==> src/rtl/clfw_pkg.sv <==
`default_nettype none
package clfw_pkg;

	localparam int IDX_W     = 16;
	localparam int COORD_W   = 32;
	localparam int EDGE_W    = COORD_W + 1;
	localparam int OPND_W    = EDGE_W + 1;
	localparam int PROD_W    = 2 * OPND_W;
	localparam int ACC_W     = 134;
	localparam int DOT_W     = 68;
	localparam int CMAG_W    = 66;
	localparam int HALF_W    = CMAG_W / 2;
	localparam int ROOT_W    = ACC_W / 2;
	localparam int REM_W     = ROOT_W + 3;
	localparam int FRAC_SH   = 15;
	localparam int DVD_W     = DOT_W + FRAC_SH;
	localparam int W_W       = 32;
	localparam int QDEPTH    = 2;
	localparam int QPTR_W    = $clog2(QDEPTH);
	localparam int QCNT_W    = $clog2(QDEPTH + 1);
	localparam int ENTRIES   = 12;
	localparam int CNT_W     = 4;
	localparam int STEP_W    = 7;
	localparam int MUL_LAST  = 18;
	localparam int SQRT_LAST = ROOT_W - 1;
	localparam int DIV_LAST  = DVD_W - 1;

	typedef logic signed [EDGE_W-1:0] edge_t;

	typedef struct packed {
		edge_t x;
		edge_t y;
		edge_t z;
	} vec_t;

	typedef struct packed {
		vec_t e1;
		vec_t e2;
	} corner_t;

	typedef struct packed {
		logic [IDX_W-1:0] vertex_a_index;
		logic [IDX_W-1:0] vertex_b_index;
		logic [IDX_W-1:0] vertex_c_index;
		logic signed [COORD_W-1:0] a_x;
		logic signed [COORD_W-1:0] a_y;
		logic signed [COORD_W-1:0] a_z;
		logic signed [COORD_W-1:0] b_x;
		logic signed [COORD_W-1:0] b_y;
		logic signed [COORD_W-1:0] b_z;
		logic signed [COORD_W-1:0] c_x;
		logic signed [COORD_W-1:0] c_y;
		logic signed [COORD_W-1:0] c_z;
	} face_t;

	typedef struct packed {
		logic [IDX_W-1:0] row_index;
		logic [IDX_W-1:0] column_index;
		logic signed [W_W-1:0] entry_value;
		logic last_entry;
	} entry_t;

	typedef struct packed {
		logic [IDX_W-1:0] ia;
		logic [IDX_W-1:0] ib;
		logic [IDX_W-1:0] ic;
		corner_t [2:0] corner;
	} pkt_t;

	typedef struct packed {
		logic [IDX_W-1:0] ia;
		logic [IDX_W-1:0] ib;
		logic [IDX_W-1:0] ic;
		logic [2:0][W_W-1:0] w;
	} wpkt_t;

	function automatic edge_t edge_diff(input logic signed [COORD_W-1:0] to_p,
			input logic signed [COORD_W-1:0] from_p);
		return EDGE_W'(to_p) - EDGE_W'(from_p);
	endfunction

	function automatic vec_t vec_diff(input logic signed [COORD_W-1:0] tx,
			input logic signed [COORD_W-1:0] ty, input logic signed [COORD_W-1:0] tz,
			input logic signed [COORD_W-1:0] fx, input logic signed [COORD_W-1:0] fy,
			input logic signed [COORD_W-1:0] fz);
		vec_t v;
		v.x = edge_diff(tx, fx);
		v.y = edge_diff(ty, fy);
		v.z = edge_diff(tz, fz);
		return v;
	endfunction

endpackage
`default_nettype wire

==> src/rtl/clfw_face_if.sv <==
`default_nettype none
interface clfw_face_if;
	logic valid;
	logic ready;
	clfw_pkg::face_t data;
	modport source(output valid, output data, input ready);
	modport sink(input valid, input data, output ready);
endinterface
`default_nettype wire

==> src/rtl/clfw_front.sv <==
`default_nettype none
module clfw_front (
	input  logic clk,
	input  logic arst_n,
	clfw_face_if.sink face,
	output logic out_valid,
	input  logic out_ready,
	output clfw_pkg::pkt_t out_pkt
);
	clfw_pkg::pkt_t mem_q [clfw_pkg::QDEPTH];
	logic [clfw_pkg::QPTR_W-1:0] wr_ptr_q;
	logic [clfw_pkg::QPTR_W-1:0] rd_ptr_q;
	logic [clfw_pkg::QCNT_W-1:0] cnt_q;
	clfw_pkg::pkt_t pkt;
	logic push;
	logic pop;

	// Each corner gets its edge vectors e1 and e2, both leaving that corner.
	always_comb begin
		pkt.ia = face.data.vertex_a_index;
		pkt.ib = face.data.vertex_b_index;
		pkt.ic = face.data.vertex_c_index;
		pkt.corner[0].e1 = clfw_pkg::vec_diff(face.data.b_x, face.data.b_y, face.data.b_z,
			face.data.a_x, face.data.a_y, face.data.a_z);
		pkt.corner[0].e2 = clfw_pkg::vec_diff(face.data.c_x, face.data.c_y, face.data.c_z,
			face.data.a_x, face.data.a_y, face.data.a_z);
		pkt.corner[1].e1 = clfw_pkg::vec_diff(face.data.c_x, face.data.c_y, face.data.c_z,
			face.data.b_x, face.data.b_y, face.data.b_z);
		pkt.corner[1].e2 = clfw_pkg::vec_diff(face.data.a_x, face.data.a_y, face.data.a_z,
			face.data.b_x, face.data.b_y, face.data.b_z);
		pkt.corner[2].e1 = clfw_pkg::vec_diff(face.data.a_x, face.data.a_y, face.data.a_z,
			face.data.c_x, face.data.c_y, face.data.c_z);
		pkt.corner[2].e2 = clfw_pkg::vec_diff(face.data.b_x, face.data.b_y, face.data.b_z,
			face.data.c_x, face.data.c_y, face.data.c_z);
	end

	assign face.ready = (cnt_q != clfw_pkg::QCNT_W'(clfw_pkg::QDEPTH));
	assign out_valid  = (cnt_q != '0);
	assign out_pkt    = mem_q[rd_ptr_q];
	assign push       = face.valid && face.ready;
	assign pop        = out_valid && out_ready;

	always_ff @(posedge clk) begin
		if (push) begin
			mem_q[wr_ptr_q] <= pkt;
		end
	end

	always_ff @(posedge clk or negedge arst_n) begin
		if (!arst_n) begin
			wr_ptr_q <= '0;
			rd_ptr_q <= '0;
			cnt_q    <= '0;
		end else begin
			if (push) begin
				wr_ptr_q <= wr_ptr_q + 1'b1;
			end
			if (pop) begin
				rd_ptr_q <= rd_ptr_q + 1'b1;
			end
			if (push && !pop) begin
				cnt_q <= cnt_q + 1'b1;
			end else if (pop && !push) begin
				cnt_q <= cnt_q - 1'b1;
			end
		end
	end

	a_cnt_bound: assert property (@(posedge clk) disable iff (!arst_n)
		cnt_q <= clfw_pkg::QCNT_W'(clfw_pkg::QDEPTH))
		else $error("front queue count out of range");
	a_ptr_gap: assert property (@(posedge clk) disable iff (!arst_n)
		(cnt_q == '0) |-> (wr_ptr_q == rd_ptr_q))
		else $error("empty queue with pointers apart");
	a_full_hold: assert property (@(posedge clk) disable iff (!arst_n)
		(!face.ready && !out_ready) |=> $stable(cnt_q))
		else $error("queue count moved while full and stalled");

endmodule
`default_nettype wire

==> src/flat_wrapper.sv <==
// flat-port wrapper written by rule: the top's interface ports become plain ports
module clfw_front_flat 
  (clk, arst_n, out_valid, out_ready, out_pkt, face_valid, face_data, face_ready);
  clfw_face_if face_i ();
  input  logic clk;
  input  logic arst_n;
  output logic out_valid;
  input  logic out_ready;
  output clfw_pkg::pkt_t out_pkt;
  input wire logic [$bits(face_i.valid)-1:0] face_valid;
  input wire logic [$bits(face_i.data)-1:0] face_data;
  output wire logic [$bits(face_i.ready)-1:0] face_ready;
  assign face_i.valid = face_valid;
  assign face_i.data = face_data;
  assign face_ready = face_i.ready;
  clfw_front u_core (.clk(clk), .arst_n(arst_n), .face(face_i), .out_valid(out_valid), .out_ready(out_ready), .out_pkt(out_pkt));
endmodule
==> config.mk <==
export PLATFORM = sky130hd
export DESIGN_NAME = clfw_front_flat
export DESIGN_NICKNAME = d
export VERILOG_FILES = /design/src/rtl/clfw_pkg.sv /design/src/rtl/clfw_face_if.sv /design/src/rtl/clfw_front.sv /design/src/flat_wrapper.sv
export SDC_FILE = /design/constraint.sdc
export NUM_CORES = 2
export LEC_CHECK = 0
export ABC_AREA = 1
export BUFFER_PORTS_ARGS = -buffer_cell sky130_fd_sc_hd__buf_2
export CAP_MARGIN = 30
export CORE_MARGIN = 2
export CORE_UTILIZATION = 40
export CTS_CLUSTER_SIZE = 20
export DETAILED_ROUTE_END_ITERATION = 8
export SLEW_MARGIN = 20
export SYNTH_ARGS = -nofsm -noshare
export SYNTH_HDL_FRONTEND = slang
export SYNTH_SLANG_ARGS = --single-unit
==> constraint.sdc <==
create_clock -name clk -period 45.9 [get_ports clk]
set_input_delay 4.59 -clock clk [delete_from_list [all_inputs] [get_ports clk]]
set_output_delay 4.59 -clock clk [all_outputs]
set_load 0.005 [all_outputs]
Word level (Yosys, flattened, before mapping)
Memory sizes are Yosys's and may differ from the RTL's.
Index checks and enable logic that the tools add are counted.
{ "totals": {"regBits": 4, "latchBits": 0, "ramBits": 1284, "romBits": 0, "input_bits": 340, "output_inout_bits": 644, "elab_cells": 39, "mem_count": 1} }
{ "classes": {"addsub": 22, "mul": 0, "div_mod_pow": 0, "magnitude_cmp": 0, "eq_ne": 1, "n_shift": 0, "n_mux": 4, "bitwise_logic": 0, "reduce_logical": 8} }
{ "memory_table": {"columns": ["memory", "words", "width", "rd", "rd_ports_with_merged_regs", "wr", "line_no", "rtl"], "rows": [
  ["u_core.mem_q", 2, 642, 1, 0, 1, "clfw_front.sv:10", "clfw_pkg::pkt_t mem_q [clfw_pkg::QDEPTH];"]
]} }
{ "ops": {"columns": ["op", "n"], "rows": [
  ["$sub A32 B32 Y33", 18],
  ["$logic_and A1 B1 Y1", 4],
  ["$mux W2", 2],
  ["$reduce_bool A2 Y1", 2],
  ["$add A1 B1 Y1 const B", 2],
  ["$add A2 B1 Y2 const B", 1],
  ["$logic_not A1 Y1", 2],
  ["$mux W1", 2],
  ["$ne A2 B2 Y1 const B", 1],
  ["$sub A2 B1 Y2 const B", 1]
]} }

Longest topological paths before layout
{ "logic_depth": {"depth_word": 6, "depth_mapped": 14, "depth_no_buf": 14} }

Worst setup path after synthesis
OpenSTA, ideal clock, no wires.
{ "synth_timing": {"path_kind": "input to register", "start": "input port face_valid", "end": "memory u_core.mem_q[1][100] (netlist bit), enable pin", "setup_ns": 1.645, "t_arrival_ns": 30.872, "required_time_ns": 44.255, "slack_ns": 13.383, "cell_stages": 2, "path_buffers": 0, "cell_sequence": "nand2_1 nor2_1"} }
{ "synth_between": {"elab_chain_cells": 3} }
{ "synth_lines": {"columns": ["item", "line_no", "rtl"], "rows": [
  ["from (decl)", "flat_wrapper.sv:10", "input wire logic [$bits(face_i.valid)-1:0] face_valid;"],
  ["$logic_and A1 B1 Y1", "clfw_front.sv:40", "assign push = face.valid && face.ready;"],
  ["$mux W1", "clfw_front.sv:44", "if (push) begin"],
  ["$mux W1 (implied by the code)", "clfw_front.sv:45", "mem_q[wr_ptr_q] <= pkt;"],
  ["to (decl)", "clfw_front.sv:10", null]
]} }
No other way between the ends.

==> metrics.md <==
| Metric | Value |
|---|---|
| Critical-path cell list | `inv_8, buf_4, buf_4, buf_4, nand2_1, nand2_1, buf_2` |
| Critical Path RT | `41.31 ns` |
| Die footprint | `0.226 sq mm` |
| Run status | `finished clean` |
| WP buf/inv | `5` |
| Area delta synth->final | `13.6%` |
| Switching portion of total power | `39.7%` |
| Sequential cell area | `0.0381 sq mm` |
| GR Util All Layers | `29.0%` |
| Post-synthesis xor/xnor area fraction | `2.69%` |
| Synth Cell Area | `0.0888 sq mm` |
| Vias in the first global route | `72338` |
| Post_cts resized | `0` |
| Vias | `77555` |
| Crit-path max cell delay | `0.84 ns` |
| Max clock buf depth | `3` |
| Max IR drop VDD | `0.0000493 V` |
| Yosys warns | `0` |
| Syn Inst Count | `12038` |
| # IOs | `984` |
| Setup crit start kind | `register` |
| Layout Skew | `0.0403 ns` |
| Min Hold Slack | `0.477 ns` |
| Count of different cell masters after synthesis | `31` |
| IO buf count | `983` |
| Layout cell share with drive strength beyond 1 | `13.6%` |
| Clock Sinks | `1270` |
| Die Height | `475 um` |
| Post-Synth Simple-Gate Area | `32.5%` |
| Largest net degree at the start of global routing | `150` |
| Pint | `0.00287 W` |
| Clock Latency Late Sink | `0.82 ns` |
| Power share of the clock group | `24.1%` |
| WL per Instance | `21.1 um` |
| Post-Synth Adder-Cell Area | `8.54%` |
| Tightest Pin Transition | `0.970 ns` |
| Core Rows | `172` |
| Nets | `13842` |
| Initial antenna violation count | `97` |
| CP max stage cell | `buf_4` |
| Multi-input logic area | `0.0411 sq mm` |
| DRC violations left | `0` |
| DIE WIDTH | `475 um` |
| Top delay family on crit path | `buffers and inverters` |
| Initial DRC Count | `6902` |
| Area of the core | `0.220 sq mm` |
| Initial core utilization | `40.3%` |
| # fillers | `22749` |
| Final Hold Violating Endpoints | `0` |
| Max-slew headroom | `35.3%` |
| First-pass GRT wire length | `476000 um` |
| Fin crit period | `9.54 ns` |
| Compound-cell area share of the yosys netlist | `2.59%` |
| Routed wire length | `338000 um` |
| CP arrival | `4.95 ns` |
| Post-route ant nets | `0` |
| Mux cell area share after synthesis | `0%` |
| Num CTS Buffers | `138` |
| CTS tree | `done` |
| Largest family of logic cells by synthesized area | `simple AND/OR/NAND/NOR gates` |
| Comb pwr share | `39.3%` |
| Gr ovfl total | `0` |
| Flop pwr share | `36.6%` |
| Critical path class | `register to primary output` |
| Most used cell, CP | `buf_4` |
| Worst Setup End Kind | `primary output` |
| Seq cells post-synth | `1270` |
| CTS Hold Bufs | `0` |
| Avg Vias per Cell | `4.84` |
| Tcrit/Tclk final | `20.8%` |
| Placer Congestion | `1.05` |
| Post-synthesis sequential area ratio | `42.9%` |
| Total power | `0.00477 W` |
| Net Count, Synth | `12973` |
| Pleak | `53.7 nW` |
| Mean Syn Cell Area | `7.38 sq um` |
| Setup TNS | `0 ns` |
| Post-CTS setup buffers | `0` |
| P_sw | `0.00189 W` |
| PD cells | `47.3 mW/mm^2` |
| DRT Pass-1 Iters | `7` |
| Fin. max-slew vios | `0` |
| Clk slew on worst S/H paths | `0.05 ns` |
| Setup violations, final | `0` |
| Max-Cap Viols | `0` |
| RSZ-0062 raised after global routing | `no` |
| CTS root buffer | `clkbuf_16` |
| Hold crit path type | `register to register` |
| Final HPWL DP | `284000 um` |
| CP max FO | `112` |
| H-tree Lvls | `4` |
| Fmax | `0.105 GHz` |
[synthesized netlist by cell type]
cell type,n,area (sq um)
o21ai_0,1,5.00
clkbuf_1,58,218
nand2_1,5917,22200
xor2_1,254,2220
nor3_2,17,170
nand3_2,17,170
nand3_1,415,2080
nor2_1,224,841
clkinv_1,1,3.75
xnor2_1,19,166
buf_6,1,11.3
nand4_1,72,450
a21o_1,13,97.6
inv_2,103,387
edfxtp_1,1266,38000
nor3_1,1,5.00
inv_1,1989,7470
ha_1,577,7220
a21oi_2,3,26.3
a21oi_1,418,2090
dfrtp_1,4,100
o21bai_1,11,82.6
fa_1,18,360
nand2_2,158,988
buf_4,139,1040
clkbuf_2,5,25.0
buf_1,12,45.0
nand2_4,40,450
nor2_4,34,383
buf_2,79,395
nor2_2,172,1080
[logic make-up (layout without fill, tap and decap cells)]
logic type / count (synthesis) / in the layout
compound gates: 446 / 446
xor+xnor: 273 / 273
fa+ha+maj: 595 / 595
buf+inv: 2387 / 3364
flops: 1270 / 1270
other cells: 0 / 52
simple gates: 7067 / 7067
[through the flow]
| step | worst slack (ns) | instances | utilization [%] | cell area (sq um) |
|---|---|---|---|---|
| after global routing | 36.00 | 15990 | 45.8 | 101000 |
| after global placement | 36.81 | 15723 | 43.6 | 96000 |
| final | 36.36 | 16025 | 45.8 | 101000 |
| after CTS | 36.27 | 15971 | 45.7 | 101000 |
| after floorplan | 13.38 | 12038 | - | 88800 |
| after detailed placement | 36.76 | 15723 | 43.6 | 96000 |
[power by group through the flow]
stage | sequential (W) | clock, W | combinational, W
finish | 0.00175 | 0.00115 | 0.00187
global route | 0.00177 | 0.00121 | 0.00206
CTS | 0.00175 | 0.00117 | 0.00188
detailed placement | 0.00177 | 0 | 0.00187
global placement | 0.00177 | 0 | 0.00186
floorplan | 0.00205 | 0 | 0.00102
[path summary, 6_finish.rpt]
path,start,slack (ns),depth (start not counted),end
setup / recovery,u_core.rd_ptr_q,36.36,7,out_pkt[345]
hold / removal,u_core.cnt_q[0],0.48,1,u_core.cnt_q[0]
setup reg to reg,u_core.cnt_q[0],41.28,8,u_core.mem_q[1][320]
hold reg to reg,u_core.cnt_q[0],0.48,1,u_core.cnt_q[0]
max in group asynchronous,arst_n,42.17,1,u_core.cnt_q[1]
min in group asynchronous,arst_n,3.59,1,u_core.rd_ptr_q
[cell usage in the layout, fill, tap and decap left out, types with 72 or more instances in the layout]
| cell | Yosys | routed |
|---|---|---|
| edfxtp_1 | 1266 | 1266 |
| nand4_1 | 72 | 72 |
| nand3_1 | 415 | 415 |
| nand2_1 | 5917 | 5917 |
| clkbuf_16 | 0 | 140 |
| nand2_2 | 158 | 158 |
| inv_1 | 1989 | 1989 |
| nor2_1 | 224 | 222 |
| buf_2 | 79 | 983 |
| nor2_2 | 172 | 172 |
| a21oi_1 | 418 | 418 |
| xor2_1 | 254 | 254 |
| ha_1 | 577 | 577 |
| inv_2 | 103 | 103 |
[cell type report]
class	count	area share, %
clock buffers	162	3.55
clock inverters	86	1.09
repair buffers	1023	5.23
inverters	2093	7.80
well taps	2958	3.67
multi-input cells	8381	40.8
diodes	52	0.129
flip-flops and latches	1270	37.8
[registers in the layout (all words and copies together) (netlist names)]
signal           flops
u_core.mem_q      1266
u_core.cnt_q         2
u_core.rd_ptr_q      1
u_core.wr_ptr_q      1
[layer usage]
layer	part of all wire (%)	GRT usage, %
met5	0.13	0
met4	5.2	13.3
met3	7.5	5.64
met1	42	37.9
met2	45	46.2
Power figures use the tool's default switching activity.
