$ cat src/rtl/clfw_pkg.sv
`default_nettype none
package clfw_pkg;

	localparam int IDX_W     = 16;
	localparam int COORD_W   = 32;
	localparam int EDGE_W    = COORD_W + 1;
	localparam int OPND_W    = EDGE_W + 1;
	localparam int PROD_W    = 2 * OPND_W;
	localparam int ACC_W     = 134;
	localparam int DOT_W     = 68;
	localparam int CMAG_W    = 66;
	localparam int HALF_W    = CMAG_W / 2;
	localparam int ROOT_W    = ACC_W / 2;
	localparam int REM_W     = ROOT_W + 3;
	localparam int FRAC_SH   = 15;
	localparam int DVD_W     = DOT_W + FRAC_SH;
	localparam int W_W       = 32;
	localparam int QDEPTH    = 2;
	localparam int QPTR_W    = $clog2(QDEPTH);
	localparam int QCNT_W    = $clog2(QDEPTH + 1);
	localparam int ENTRIES   = 12;
	localparam int CNT_W     = 4;
	localparam int STEP_W    = 7;
	localparam int MUL_LAST  = 18;
	localparam int SQRT_LAST = ROOT_W - 1;
	localparam int DIV_LAST  = DVD_W - 1;

	typedef logic signed [EDGE_W-1:0] edge_t;

	typedef struct packed {
		edge_t x;
		edge_t y;
		edge_t z;
	} vec_t;

	typedef struct packed {
		vec_t e1;
		vec_t e2;
	} corner_t;

	typedef struct packed {
		logic [IDX_W-1:0] vertex_a_index;
		logic [IDX_W-1:0] vertex_b_index;
		logic [IDX_W-1:0] vertex_c_index;
		logic signed [COORD_W-1:0] a_x;
		logic signed [COORD_W-1:0] a_y;
		logic signed [COORD_W-1:0] a_z;
		logic signed [COORD_W-1:0] b_x;
		logic signed [COORD_W-1:0] b_y;
		logic signed [COORD_W-1:0] b_z;
		logic signed [COORD_W-1:0] c_x;
		logic signed [COORD_W-1:0] c_y;
		logic signed [COORD_W-1:0] c_z;
	} face_t;

	typedef struct packed {
		logic [IDX_W-1:0] row_index;
		logic [IDX_W-1:0] column_index;
		logic signed [W_W-1:0] entry_value;
		logic last_entry;
	} entry_t;

	typedef struct packed {
		logic [IDX_W-1:0] ia;
		logic [IDX_W-1:0] ib;
		logic [IDX_W-1:0] ic;
		corner_t [2:0] corner;
	} pkt_t;

	typedef struct packed {
		logic [IDX_W-1:0] ia;
		logic [IDX_W-1:0] ib;
		logic [IDX_W-1:0] ic;
		logic [2:0][W_W-1:0] w;
	} wpkt_t;

	function automatic edge_t edge_diff(input logic signed [COORD_W-1:0] to_p,
			input logic signed [COORD_W-1:0] from_p);
		return EDGE_W'(to_p) - EDGE_W'(from_p);
	endfunction

	function automatic vec_t vec_diff(input logic signed [COORD_W-1:0] tx,
			input logic signed [COORD_W-1:0] ty, input logic signed [COORD_W-1:0] tz,
			input logic signed [COORD_W-1:0] fx, input logic signed [COORD_W-1:0] fy,
			input logic signed [COORD_W-1:0] fz);
		vec_t v;
		v.x = edge_diff(tx, fx);
		v.y = edge_diff(ty, fy);
		v.z = edge_diff(tz, fz);
		return v;
	endfunction

endpackage
`default_nettype wire

$ cat src/rtl/clfw_entry_if.sv
`default_nettype none
interface clfw_entry_if;
	logic valid;
	logic ready;
	clfw_pkg::entry_t data;
	modport source(output valid, output data, input ready);
	modport sink(input valid, input data, output ready);
endinterface
`default_nettype wire

$ cat src/rtl/clfw_emit.sv
`default_nettype none
module clfw_emit (
	input  logic clk,
	input  logic arst_n,
	input  logic in_valid,
	output logic in_ready,
	input  clfw_pkg::wpkt_t in_wpkt,
	clfw_entry_if.source entry
);
	clfw_pkg::wpkt_t cur_q;
	logic busy_q;
	logic [clfw_pkg::CNT_W-1:0] cnt_q;
	logic ovalid_q;
	clfw_pkg::entry_t odata_q;
	logic adv;
	logic last;
	logic [clfw_pkg::IDX_W-1:0] ei;
	logic [clfw_pkg::IDX_W-1:0] ej;
	logic [clfw_pkg::W_W-1:0] w;
	logic [clfw_pkg::W_W-1:0] nw;
	clfw_pkg::entry_t nxt;

	assign in_ready    = !busy_q;
	assign adv         = !ovalid_q || entry.ready;
	assign last        = (cnt_q == clfw_pkg::CNT_W'(clfw_pkg::ENTRIES - 1));
	assign entry.valid = ovalid_q;
	assign entry.data  = odata_q;

	// Edges in the order (b,c), (c,a), (a,b); four entries each.
	always_comb begin
		unique case (cnt_q[3:2])
			2'd0: begin ei = cur_q.ib; ej = cur_q.ic; w = cur_q.w[0]; end
			2'd1: begin ei = cur_q.ic; ej = cur_q.ia; w = cur_q.w[1]; end
			default: begin ei = cur_q.ia; ej = cur_q.ib; w = cur_q.w[2]; end
		endcase
		nw = (w == 32'h8000_0000) ? 32'h7FFF_FFFF : (~w + 1'b1);
		nxt.row_index    = cnt_q[0] ? ej : ei;
		nxt.column_index = (cnt_q[1:0] == 2'd0 || cnt_q[1:0] == 2'd3) ? ej : ei;
		nxt.entry_value  = cnt_q[1] ? w : nw;
		nxt.last_entry   = last;
	end

	always_ff @(posedge clk) begin
		if (in_valid && in_ready) begin
			cur_q <= in_wpkt;
		end
		if (adv && busy_q) begin
			odata_q <= nxt;
		end
	end

	always_ff @(posedge clk or negedge arst_n) begin
		if (!arst_n) begin
			busy_q   <= 1'b0;
			cnt_q    <= '0;
			ovalid_q <= 1'b0;
		end else begin
			if (adv) begin
				ovalid_q <= busy_q;
				if (busy_q) begin
					if (last) begin
						cnt_q  <= '0;
						busy_q <= 1'b0;
					end else begin
						cnt_q <= cnt_q + 1'b1;
					end
				end
			end
			if (in_valid && in_ready) begin
				busy_q <= 1'b1;
			end
		end
	end

	a_cnt_rng: assert property (@(posedge clk) disable iff (!arst_n)
		cnt_q < clfw_pkg::CNT_W'(clfw_pkg::ENTRIES))
		else $error("entry counter out of range");
	a_last_frees: assert property (@(posedge clk) disable iff (!arst_n)
		(adv && busy_q && last) |=> (!busy_q && cnt_q == '0))
		else $error("face not released after its last entry");
	a_idle_cnt: assert property (@(posedge clk) disable iff (!arst_n)
		!busy_q |-> (cnt_q == '0))
		else $error("entry counter moved while idle");

endmodule
`default_nettype wire

$ cat src/flat_wrapper.sv
// flat-port wrapper written by rule: the top's interface ports become plain ports
module clfw_emit_flat 
  (clk, arst_n, in_valid, in_ready, in_wpkt, entry_valid, entry_data, entry_ready);
  clfw_entry_if entry_i ();
  input  logic clk;
  input  logic arst_n;
  input  logic in_valid;
  output logic in_ready;
  input  clfw_pkg::wpkt_t in_wpkt;
  output wire logic [$bits(entry_i.valid)-1:0] entry_valid;
  output wire logic [$bits(entry_i.data)-1:0] entry_data;
  input wire logic [$bits(entry_i.ready)-1:0] entry_ready;
  assign entry_valid = entry_i.valid;
  assign entry_data = entry_i.data;
  assign entry_i.ready = entry_ready;
  clfw_emit u_core (.clk(clk), .arst_n(arst_n), .in_valid(in_valid), .in_ready(in_ready), .in_wpkt(in_wpkt), .entry(entry_i));
endmodule
$ cat config.mk
export PLATFORM = sky130hd
export DESIGN_NAME = clfw_emit_flat
export DESIGN_NICKNAME = d
export VERILOG_FILES = /design/src/rtl/clfw_pkg.sv /design/src/rtl/clfw_entry_if.sv /design/src/rtl/clfw_emit.sv /design/src/flat_wrapper.sv
export SDC_FILE = /design/constraint.sdc
export NUM_CORES = 1
export LEC_CHECK = 0
export BUFFER_PORTS_ARGS = -buffer_cell sky130_fd_sc_hd__buf_2
export CORE_MARGIN = 1.5
export CORE_UTILIZATION = 40
export DETAILED_ROUTE_END_ITERATION = 12
export REMOVE_ABC_BUFFERS = 1
export SLEW_MARGIN = 20
export SYNTH_ARGS = -nofsm -noshare
export SYNTH_HDL_FRONTEND = slang
export SYNTH_SLANG_ARGS = --single-unit
$ cat constraint.sdc
create_clock -name clk -period 7.4 [get_ports clk]
set_clock_uncertainty 0.05 [all_clocks]
set_input_delay 1.48 -clock clk [delete_from_list [all_inputs] [get_ports clk]]
set_output_delay 1.48 -clock clk [all_outputs]
set_load 0.05 [all_outputs]
; Yosys cells after proc, flatten, opt, wreduce, memory -nomap -nowiden
; Cells that the tools add are included.
[op_classes]
n_addsub = 2
n_eq_ne = 4
muxes = 12
bitwise_logic = 1
n_reduce_logical = 10
[op_table]
columns = operator, count
row1 = 32-bit 2-to-1 mux, 2
row2 = 16-bit one-hot mux with 2 select lines, 2
row3 = 32-bit one-hot mux with 2 select lines, 1
row4 = "32-bit by 1-bit adder with 32-bit output, second input constant", 1
row5 = "32-bit == test, second input constant", 1
row6 = 16-bit 2-to-1 mux, 2
row7 = 32-bit inverter, 1
row8 = "4-bit by 1-bit adder with 4-bit output, second input constant", 1
row9 = "4-bit == test, second input constant", 1
row10 = 2-bit zero test, 2
row11 = 1-bit 2-to-1 mux, 4
row12 = 4-bit 2-to-1 mux, 1
row13 = "2-bit by 1-bit == test with 1-bit output, second input constant", 1
row14 = "2-bit == test, second input constant", 1
row15 = 1-bit logical AND, 2
row16 = 1-bit zero test, 2
row17 = 1-bit logical OR, 2
row18 = 2-bit AND reduction, 1
row19 = 2-bit nonzero test, 1
[totals]
ff_bits = 215
input_bits = 148
output_inout_bits = 67
wordCells = 42

; Depth between registers and ports, before layout
; Gate-level depths: netlist of run 1.
[logic_depth]
depth_word = 6
mapped_depth = 14
ltp_nobuf = 8

; Least setup slack after synthesis of run 1
; Ideal clock, no wire load.
[synth_path]
kind = input -> register
start = input in_valid
end = register u_core.cur_q[0] (netlist bit), enable pin
setup_time_ns = 0.666
arrival_ns = 7.712
t_required_ns = 6.684
path_slack_ns = -1.028
stages = 1
n_path_buf = 0
cell_sequence = nor2b_1
[synth_via]
elab_chain_cells = 1
[synth_lines]
columns = element, line
row1 = start: declaration, flat_wrapper.sv:7  ; input logic in_valid;
row2 = 1-bit logical AND, clfw_emit.sv:44  ; if (in_valid && in_ready) begin
row3 = end signal: assignment, clfw_emit.sv:45  ; cur_q <= in_wpkt;
row4 = end: declaration, clfw_emit.sv:10  ; clfw_pkg::wpkt_t cur_q;
; No other way between the ends.
; A chain may end at the register's enable or synchronous reset.

==> impl_summary.log, run 1 <==
[metrics] Routed Antenna Nets: 0
[metrics] DPL Wire Length: 13970 um
[metrics] total clock buffers created by CTS: 24
[metrics] critical path required time: about 7700 ps
[metrics] effective utilization at floorplan: 0.4099
[metrics] hold-fix buffers at CTS: 0
[metrics] worst setup path class: register to register
[metrics] number of levels the H-tree was split into: 1
[metrics] clk_lat worst skew: 530 ps
[metrics] most used flip-flop cell after synthesis: sky130_fd_sc_hd__edfxtp_1
[metrics] # diodes: 0
[metrics] Residual DRC: 0
[metrics] Hold Crit Class: register to register
[metrics] post-synthesis instance total: between 600 and 700
[metrics] setup repair after global routing missed its margin: false
[metrics] pin count of the biggest net entering global routing: 72
[metrics] Total Nets Final: around 990
[metrics] outcome: complete, no violations
[metrics] Final period util: 0.5528
[metrics] Mapped Area: about 9700 um2
[metrics] DR WL/cell: approximately 18 um
[metrics] number of max-cap violations: 0
[metrics] number of antenna violations at the first check in global routing: 0
[metrics] Resized Gates After CTS: 0
[metrics] total die area: ~25000 um2
[metrics] overall global routing resource usage: 0.1635
[metrics] routed wire length: around 21000 um
[metrics] Syn. warnings: 0
[metrics] I/O pin count: 215
[metrics] router iterations before antenna repair: 6
[metrics] Synth Area in Compound Gates: 0.04330
[metrics] vias per cell: around 5.0
[metrics] standard cell core area: approximately 24000 um2
[metrics] growth of design area from synthesis to finish: 22.60%
[metrics] number of failing setup endpoints in the final timing report: 0
[metrics] most common cell after layout, fill and taps aside: sky130_fd_sc_hd__buf_2
[metrics] number of buffers added for setup after CTS: 0
[metrics] gr ovfl total: 0
[metrics] Peak VDD IR: roughly 0.27 mV
[metrics] synthesized flop and latch total: between 200 and 250
[metrics] smallest hold slack: approximately 520 ps
[metrics] cell chosen for the clock root: sky130_fd_sc_hd__clkbuf_16
[metrics] minimum period implied by the final worst setup slack: between 4000 and 5000 ps
[metrics] transition time of the tightest slew-check pin: 1014 ps
[metrics] number of global-route vias before repair: 5761
[metrics] Worst setup EP type: register
[metrics] die width: 158.3 um
[metrics] Num Clock Sinks: roughly 220
[metrics] async set-reset flop share out of synthesis: 0.02791
[metrics] setup tns final: 0 ps
[metrics] tightest slew margin relative to the limit: 0.3241
[metrics] multi-input logic area: just over 3000 um2
[metrics] IO buf count: around 210
[metrics] kind of launch point of the worst setup path: register
[metrics] CP Data Arrival Time: around 4400 ps
[metrics] fmax: about 240 MHz
[metrics] # fillers: roughly 2100
[metrics] count of routing violations after the opening detailed-route iteration: about 300
[metrics] synthesized-area fraction occupied by and/or/nand/nor cells: 0.07209
[metrics] Static Leak: 0.004584 uW
[metrics] layout cells sized above 1: 0.3988
[metrics] crit path max fanout: 71
[metrics] proportion of synthesized area in mux cells: 0.1678
[metrics] height of the die: around 160 um
[metrics] number of pins exceeding their max-slew limit in the final report: 0
[metrics] wire length of the first global-routing pass: ~31000 um
[metrics] register clock-pin slew on the reported worst setup and hold paths: ~60 ps
[metrics] adder-cell share of the synthesized area: 0.002593
[metrics] EDFF count, synth: approximately 210
[metrics] Routability Congestion: 0.7638
[metrics] total power divided by cell area: roughly 470 nW/um2
[metrics] final hold viol count: 0
[metrics] top library cells by usage in the layout, fill and taps aside: sky130_fd_sc_hd__buf_2, sky130_fd_sc_hd__edfxtp_1, sky130_fd_sc_hd__nor2_1
[metrics] Avg Synthesized Cell Area: 15.49 um2
[metrics] total number of vias: 5841
[metrics] Max clock buf depth: 3
[metrics] xor/xnor share of the synthesized area: 0.02632
[metrics] total number of placement rows: 56
[metrics] TritonCTS clock tree: yes
[metrics] area occupied by registers: between 6000 and 7000 um2
[metrics] part of the Yosys area used for sequential elements: 0.6659
[metrics] dominant combinational cell family by area after synthesis: multiplexers
[metrics] Unique masters post-synth: 48
## layout make-up
type | count | share of cell area
inverter | 6 | 0.002009
clock buffer | 28 | 0.05203
clock inverter | 15 | 0.01766
tap | 319 | 0.03374
sequential | 215 | 0.5438
timing repair buffer | 222 | 0.09560
multi-input combinational | 369 | 0.2552
## kinds of logic (layout without fill, tap and decap cells)
kind of cell	count (synthesis)	count (layout)
adder cells (fa/ha/maj)	2	2
AO/OA/AOI/OAI	69	69
multiplexers	125	125
AND/OR/NAND/NOR	144	144
flip-flops	215	215
buffers and inverters	39	271
XOR/XNOR	29	29
## where the power goes
| part | total, uW | switching [uW] | internal [uW] |
|---|---|---|---|
| Combinational | 2270 | 1510 | 766 |
| Sequential | 2040 | 237 | 1800 |
| Clock | 1240 | 469 | 769 |
| Total | 5540 | 2210 | 3330 |
## flip-flops by register name, indices dropped and copies added, names as in the netlist
register            count
u_core.cur_q          144
u_core.entry.valid      1
u_core.entry.data      65
u_core.busy_q           1
u_core.cnt_q            4
## cell usage after synthesis (6+ instances only)
master	count	area [um2]
sky130_fd_sc_hd__mux2_1	13	146.4
sky130_fd_sc_hd__nand2_1	45	168.9
sky130_fd_sc_hd__xor2_1	22	192.7
sky130_fd_sc_hd__a31oi_1	11	68.82
sky130_fd_sc_hd__nor2_1	65	244.0
sky130_fd_sc_hd__mux4_2	16	360.4
sky130_fd_sc_hd__nor3_1	7	35.03
sky130_fd_sc_hd__o22ai_1	14	87.58
sky130_fd_sc_hd__buf_6	8	90.09
sky130_fd_sc_hd__dfrtp_1	6	150.1
sky130_fd_sc_hd__xnor2_1	7	61.31
sky130_fd_sc_hd__mux2_2	44	495.5
sky130_fd_sc_hd__mux2i_4	6	135.1
sky130_fd_sc_hd__inv_1	6	22.52
sky130_fd_sc_hd__edfxtp_1	209	6276
sky130_fd_sc_hd__mux2i_1	41	410.4
sky130_fd_sc_hd__clkbuf_1	17	63.81
sky130_fd_sc_hd__a21oi_1	26	130.1
## path summary, 6_finish.rpt
path / slack, ps / end / start / cells past startpoint
min in group asynchronous: 740 / u_core.cnt_q[1] / arst_n / 1
max reg2reg: 3310 / u_core.entry.data[1] / u_core.cnt_q[2] / 8
max: 3310 / u_core.entry.data[1] / u_core.cnt_q[2] / 8
max in group asynchronous: 6360 / u_core.cnt_q[3] / arst_n / 1
min reg2reg: 520 / u_core.entry.valid / u_core.entry.valid / 2
min: 520 / u_core.entry.valid / u_core.entry.valid / 2
## worst max-delay path, cell delays in order (launching register included)
cell,delay (ps)
sky130_fd_sc_hd__dfrtp_4,1070
sky130_fd_sc_hd__mux2_2,430
sky130_fd_sc_hd__mux2i_1,260
sky130_fd_sc_hd__ha_1,250
sky130_fd_sc_hd__nand2_1,160
sky130_fd_sc_hd__nor4_4,530
sky130_fd_sc_hd__nand3_2,150
sky130_fd_sc_hd__or3_1,800
sky130_fd_sc_hd__nand2_1,200
## per-stage QoR
stage	total power [uW]	setup WS [ps]	cells	instance area, um2	utilization
after CTS	5615	3207	1174	11830	0.5026
after global placement	4338	3396	1131	11010	0.4675
final	5545	3310	1174	11830	0.5026
after global routing	5840	2947	1174	11830	0.5026
after detailed placement	4363	3240	1131	11010	0.4675
after floorplan	3829	-1028	590	9460	-
## metal layers
metal	share of wire	vias up	GRT usage
met3	0.074	45	0.04464
met4	0.031	0	0.05474
met2	0.46	209	0.2630
met1	0.44	2773	0.2144
li1	-	2814	-
met5	0	-	0
No activity file was read; power rests on OpenSTA's default activity.
==> inputs of run 2 (changes only) <==
==> constraint.sdc (replaced) <==
create_clock -name clk -period 3.8 [get_ports clk]
set_clock_uncertainty 0.05 [all_clocks]
set_input_delay 0.76 -clock clk [delete_from_list [all_inputs] [get_ports clk]]
set_output_delay 0.76 -clock clk [all_outputs]
set_load 0.05 [all_outputs]
==> run 2 against run 1 <==
Maximum frequency rose by 25%. Critical path depth is the same. First-iteration DRC count is the same. Cell count up 1.1%. Routed wire length down 1.5%. Sequential power up 87%. Clock-buffer cell count grew 7. Via count grew 0.63%. Combinational power up 100%. Sequential cell count is the same. Die area stayed put. Clock power up 93%.
==> impl_summary.log, run 2 (same netlist as run 1, synthesis figures left out) <==
[metrics] outcome: complete, no violations
[metrics] layout cells sized above 1: 0.4055
[metrics] die width: between 150 and 200 um
[metrics] number of levels the H-tree was split into: 1
[metrics] routed metal-1 wirelength: about 8400 um
[metrics] count of routing violations after the opening detailed-route iteration: between 300 and 400
[metrics] final hold viol count: 0
[metrics] critical path required time: a little over 4000 ps
[metrics] height of the die: 158.3 um
[metrics] setup repair after global routing missed its margin: false
[metrics] DR WL/cell: about 17 um
[metrics] hold-fix buffers at CTS: 0
[metrics] minimum period implied by the final worst setup slack: between 3000 and 4000 ps
[metrics] Resized Gates After CTS: 0
[metrics] Worst setup EP type: register
[metrics] effective utilization at floorplan: 0.4099
[metrics] Peak VDD IR: just over 0.5 mV
[metrics] kind of launch point of the worst setup path: register
[metrics] standard cell core area: about 24000 um2
[metrics] routed wire length: about 20000 um
[metrics] Largest register FFs: around 140
[metrics] Final period util: 0.8589
[metrics] tightest slew margin relative to the limit: 0.5090
[metrics] growth of design area from synthesis to finish: 23.88%
[metrics] number of buffers added for setup after CTS: 0
[metrics] total power divided by cell area: 907.3 nW/um2
[metrics] DPL Wire Length: roughly 14000 um
[metrics] length of routed met2 wiring: about 10000 um
[metrics] IO buf count: ~210
[metrics] worst setup path class: register to register
[metrics] overall global routing resource usage: 0.1615
[metrics] total number of vias: 5878
[metrics] amount of wire on met3 after detailed routing: between 1500 and 2000 um
[metrics] instance area after placement: roughly 11000 um2
[metrics] I/O pin count: about 220
[metrics] logic gate share of total power: 0.427
[metrics] total clock buffers created by CTS: 25
[metrics] clock share of power: 0.221
[metrics] crit path max fanout: 42
[metrics] fraction of power consumed by sequential logic: 0.352
[metrics] register clock-pin slew on the reported worst setup and hold paths: 60 ps
[metrics] Num Clock Sinks: 215
[metrics] transition time of the tightest slew-check pin: 735.0 ps
[metrics] setup tns final: 0 ps
[metrics] internal reg-to-reg setup slack: around 540 ps
[metrics] Routability Congestion: 0.7555
[metrics] # diodes: 0
[metrics] cell area after layout: 11960 um2
[metrics] Static Leak: ~0.0046 uW
[metrics] number of failing setup endpoints in the final timing report: 0
[metrics] total number of placement rows: 56
[metrics] top library cells by usage in the layout, fill and taps aside: sky130_fd_sc_hd__buf_2, sky130_fd_sc_hd__edfxtp_1, sky130_fd_sc_hd__nor2_1
[metrics] clk_lat worst skew: ~530 ps
[metrics] TritonCTS clock tree: yes
[metrics] cell chosen for the clock root: sky130_fd_sc_hd__clkbuf_16
[metrics] vias per cell: approximately 5.0
[metrics] Routed Antenna Nets: 0
[metrics] pin count of the biggest net entering global routing: 53
[metrics] final standard cell utilization of the core: 0.5078
[metrics] switching power share of the total: 0.3983
[metrics] Sw Pwr: ~4300 uW
[metrics] number of antenna violations at the first check in global routing: 0
[metrics] number of max-cap violations: 0
[metrics] fmax: slightly above 300 MHz
[metrics] Total Nets Final: 1000
[metrics] smallest hold slack: about 18 ps
[metrics] number of global-route vias before repair: between 5000 and 6000
[metrics] Hold Crit Class: input port to asynchronous set/reset pin
[metrics] register with the highest flop count: u_core.cur_q
[metrics] total die area: 25070 um2
[metrics] number of pins exceeding their max-slew limit in the final report: 0
[metrics] total power draw: 10850 uW
[metrics] Highest Signal Layer: met4
[metrics] router iterations before antenna repair: 4
[metrics] gr ovfl total: 0
[metrics] Int Pwr: 6527 uW
[metrics] Residual DRC: 0
[metrics] CP Data Arrival Time: ~3600 ps
[metrics] wire length of the first global-routing pass: approximately 30000 um
[metrics] Max clock buf depth: 3
[metrics] most common cell after layout, fill and taps aside: sky130_fd_sc_hd__buf_2
run 2: changes by cell type in the layout (fill, tap and decap cells not counted), sizes merged:
cell	before	now
inv	5	8
clkinv	10	5
clkinvlp	1	0
bufinv	5	3
buf	222	233
clkbuf	28	35
run 2: power by group through the flow:
stage / combinational [uW] / sequential (uW) / clock, uW
floorplan: 2110 / 5340 / 0
global placement: 4650 / 3870 / 0
detailed placement: 4680 / 3880 / 0
CTS: 4690 / 3840 / 2450
global route: 4990 / 3900 / 2530
finish: 4630 / 3820 / 2390
run 2: path summary, 6_finish.rpt:
| check | startpoint | to | depth (start not counted) |
|---|---|---|---|
| max | u_core.cnt_q[3] | u_core.entry.data[1] | 8 |
| min | arst_n | u_core.cnt_q[2] | 1 |
| max reg2reg | u_core.cnt_q[3] | u_core.entry.data[1] | 8 |
| min reg2reg | u_core.entry.valid | u_core.entry.valid | 2 |
| max in group asynchronous | arst_n | u_core.cnt_q[3] | 1 |
| min in group clk | in_wpkt[54] | u_core.cur_q[54] | 1 |
run 2: final cells by class:
class | instances | area (um2)
well taps | 319 | 399.1
repair buffers | 233 | 1251
inverters | 6 | 23.77
multi-input cells | 369 | 3019
flip-flops and latches | 215 | 6434
clock inverters | 10 | 135.1
fillers | 2058 | 11590
clock buffers | 35 | 693.2
run 2: layer usage:
| metal | track usage | vias up |
|---|---|---|
| li1 | - | 2839 |
| met1 | 0.1955 | 2808 |
| met2 | 0.2799 | 197 |
| met3 | 0.04899 | 34 |
| met4 | 0.04361 | 0 |
| met5 | 0 | - |
run 2: stage by stage:
step                setup slack, ps  instances
detailed placement            548.5       1142
global placement              618.2       1142
CTS                           507.4       1187
finish                        536.1       1187
global route                  236.1       1187
floorplan                     -3908        590
run 2: critical path, stage by stage (launching register included):
cell and delay, ps:
sky130_fd_sc_hd__dfrtp_4 900, sky130_fd_sc_hd__buf_4 290, sky130_fd_sc_hd__mux2i_1 370, sky130_fd_sc_hd__nand4_2 240, sky130_fd_sc_hd__nor3_4 440, sky130_fd_sc_hd__nand3_2 140, sky130_fd_sc_hd__or3_1 400, sky130_fd_sc_hd__buf_4 210
sky130_fd_sc_hd__nand2_1 70
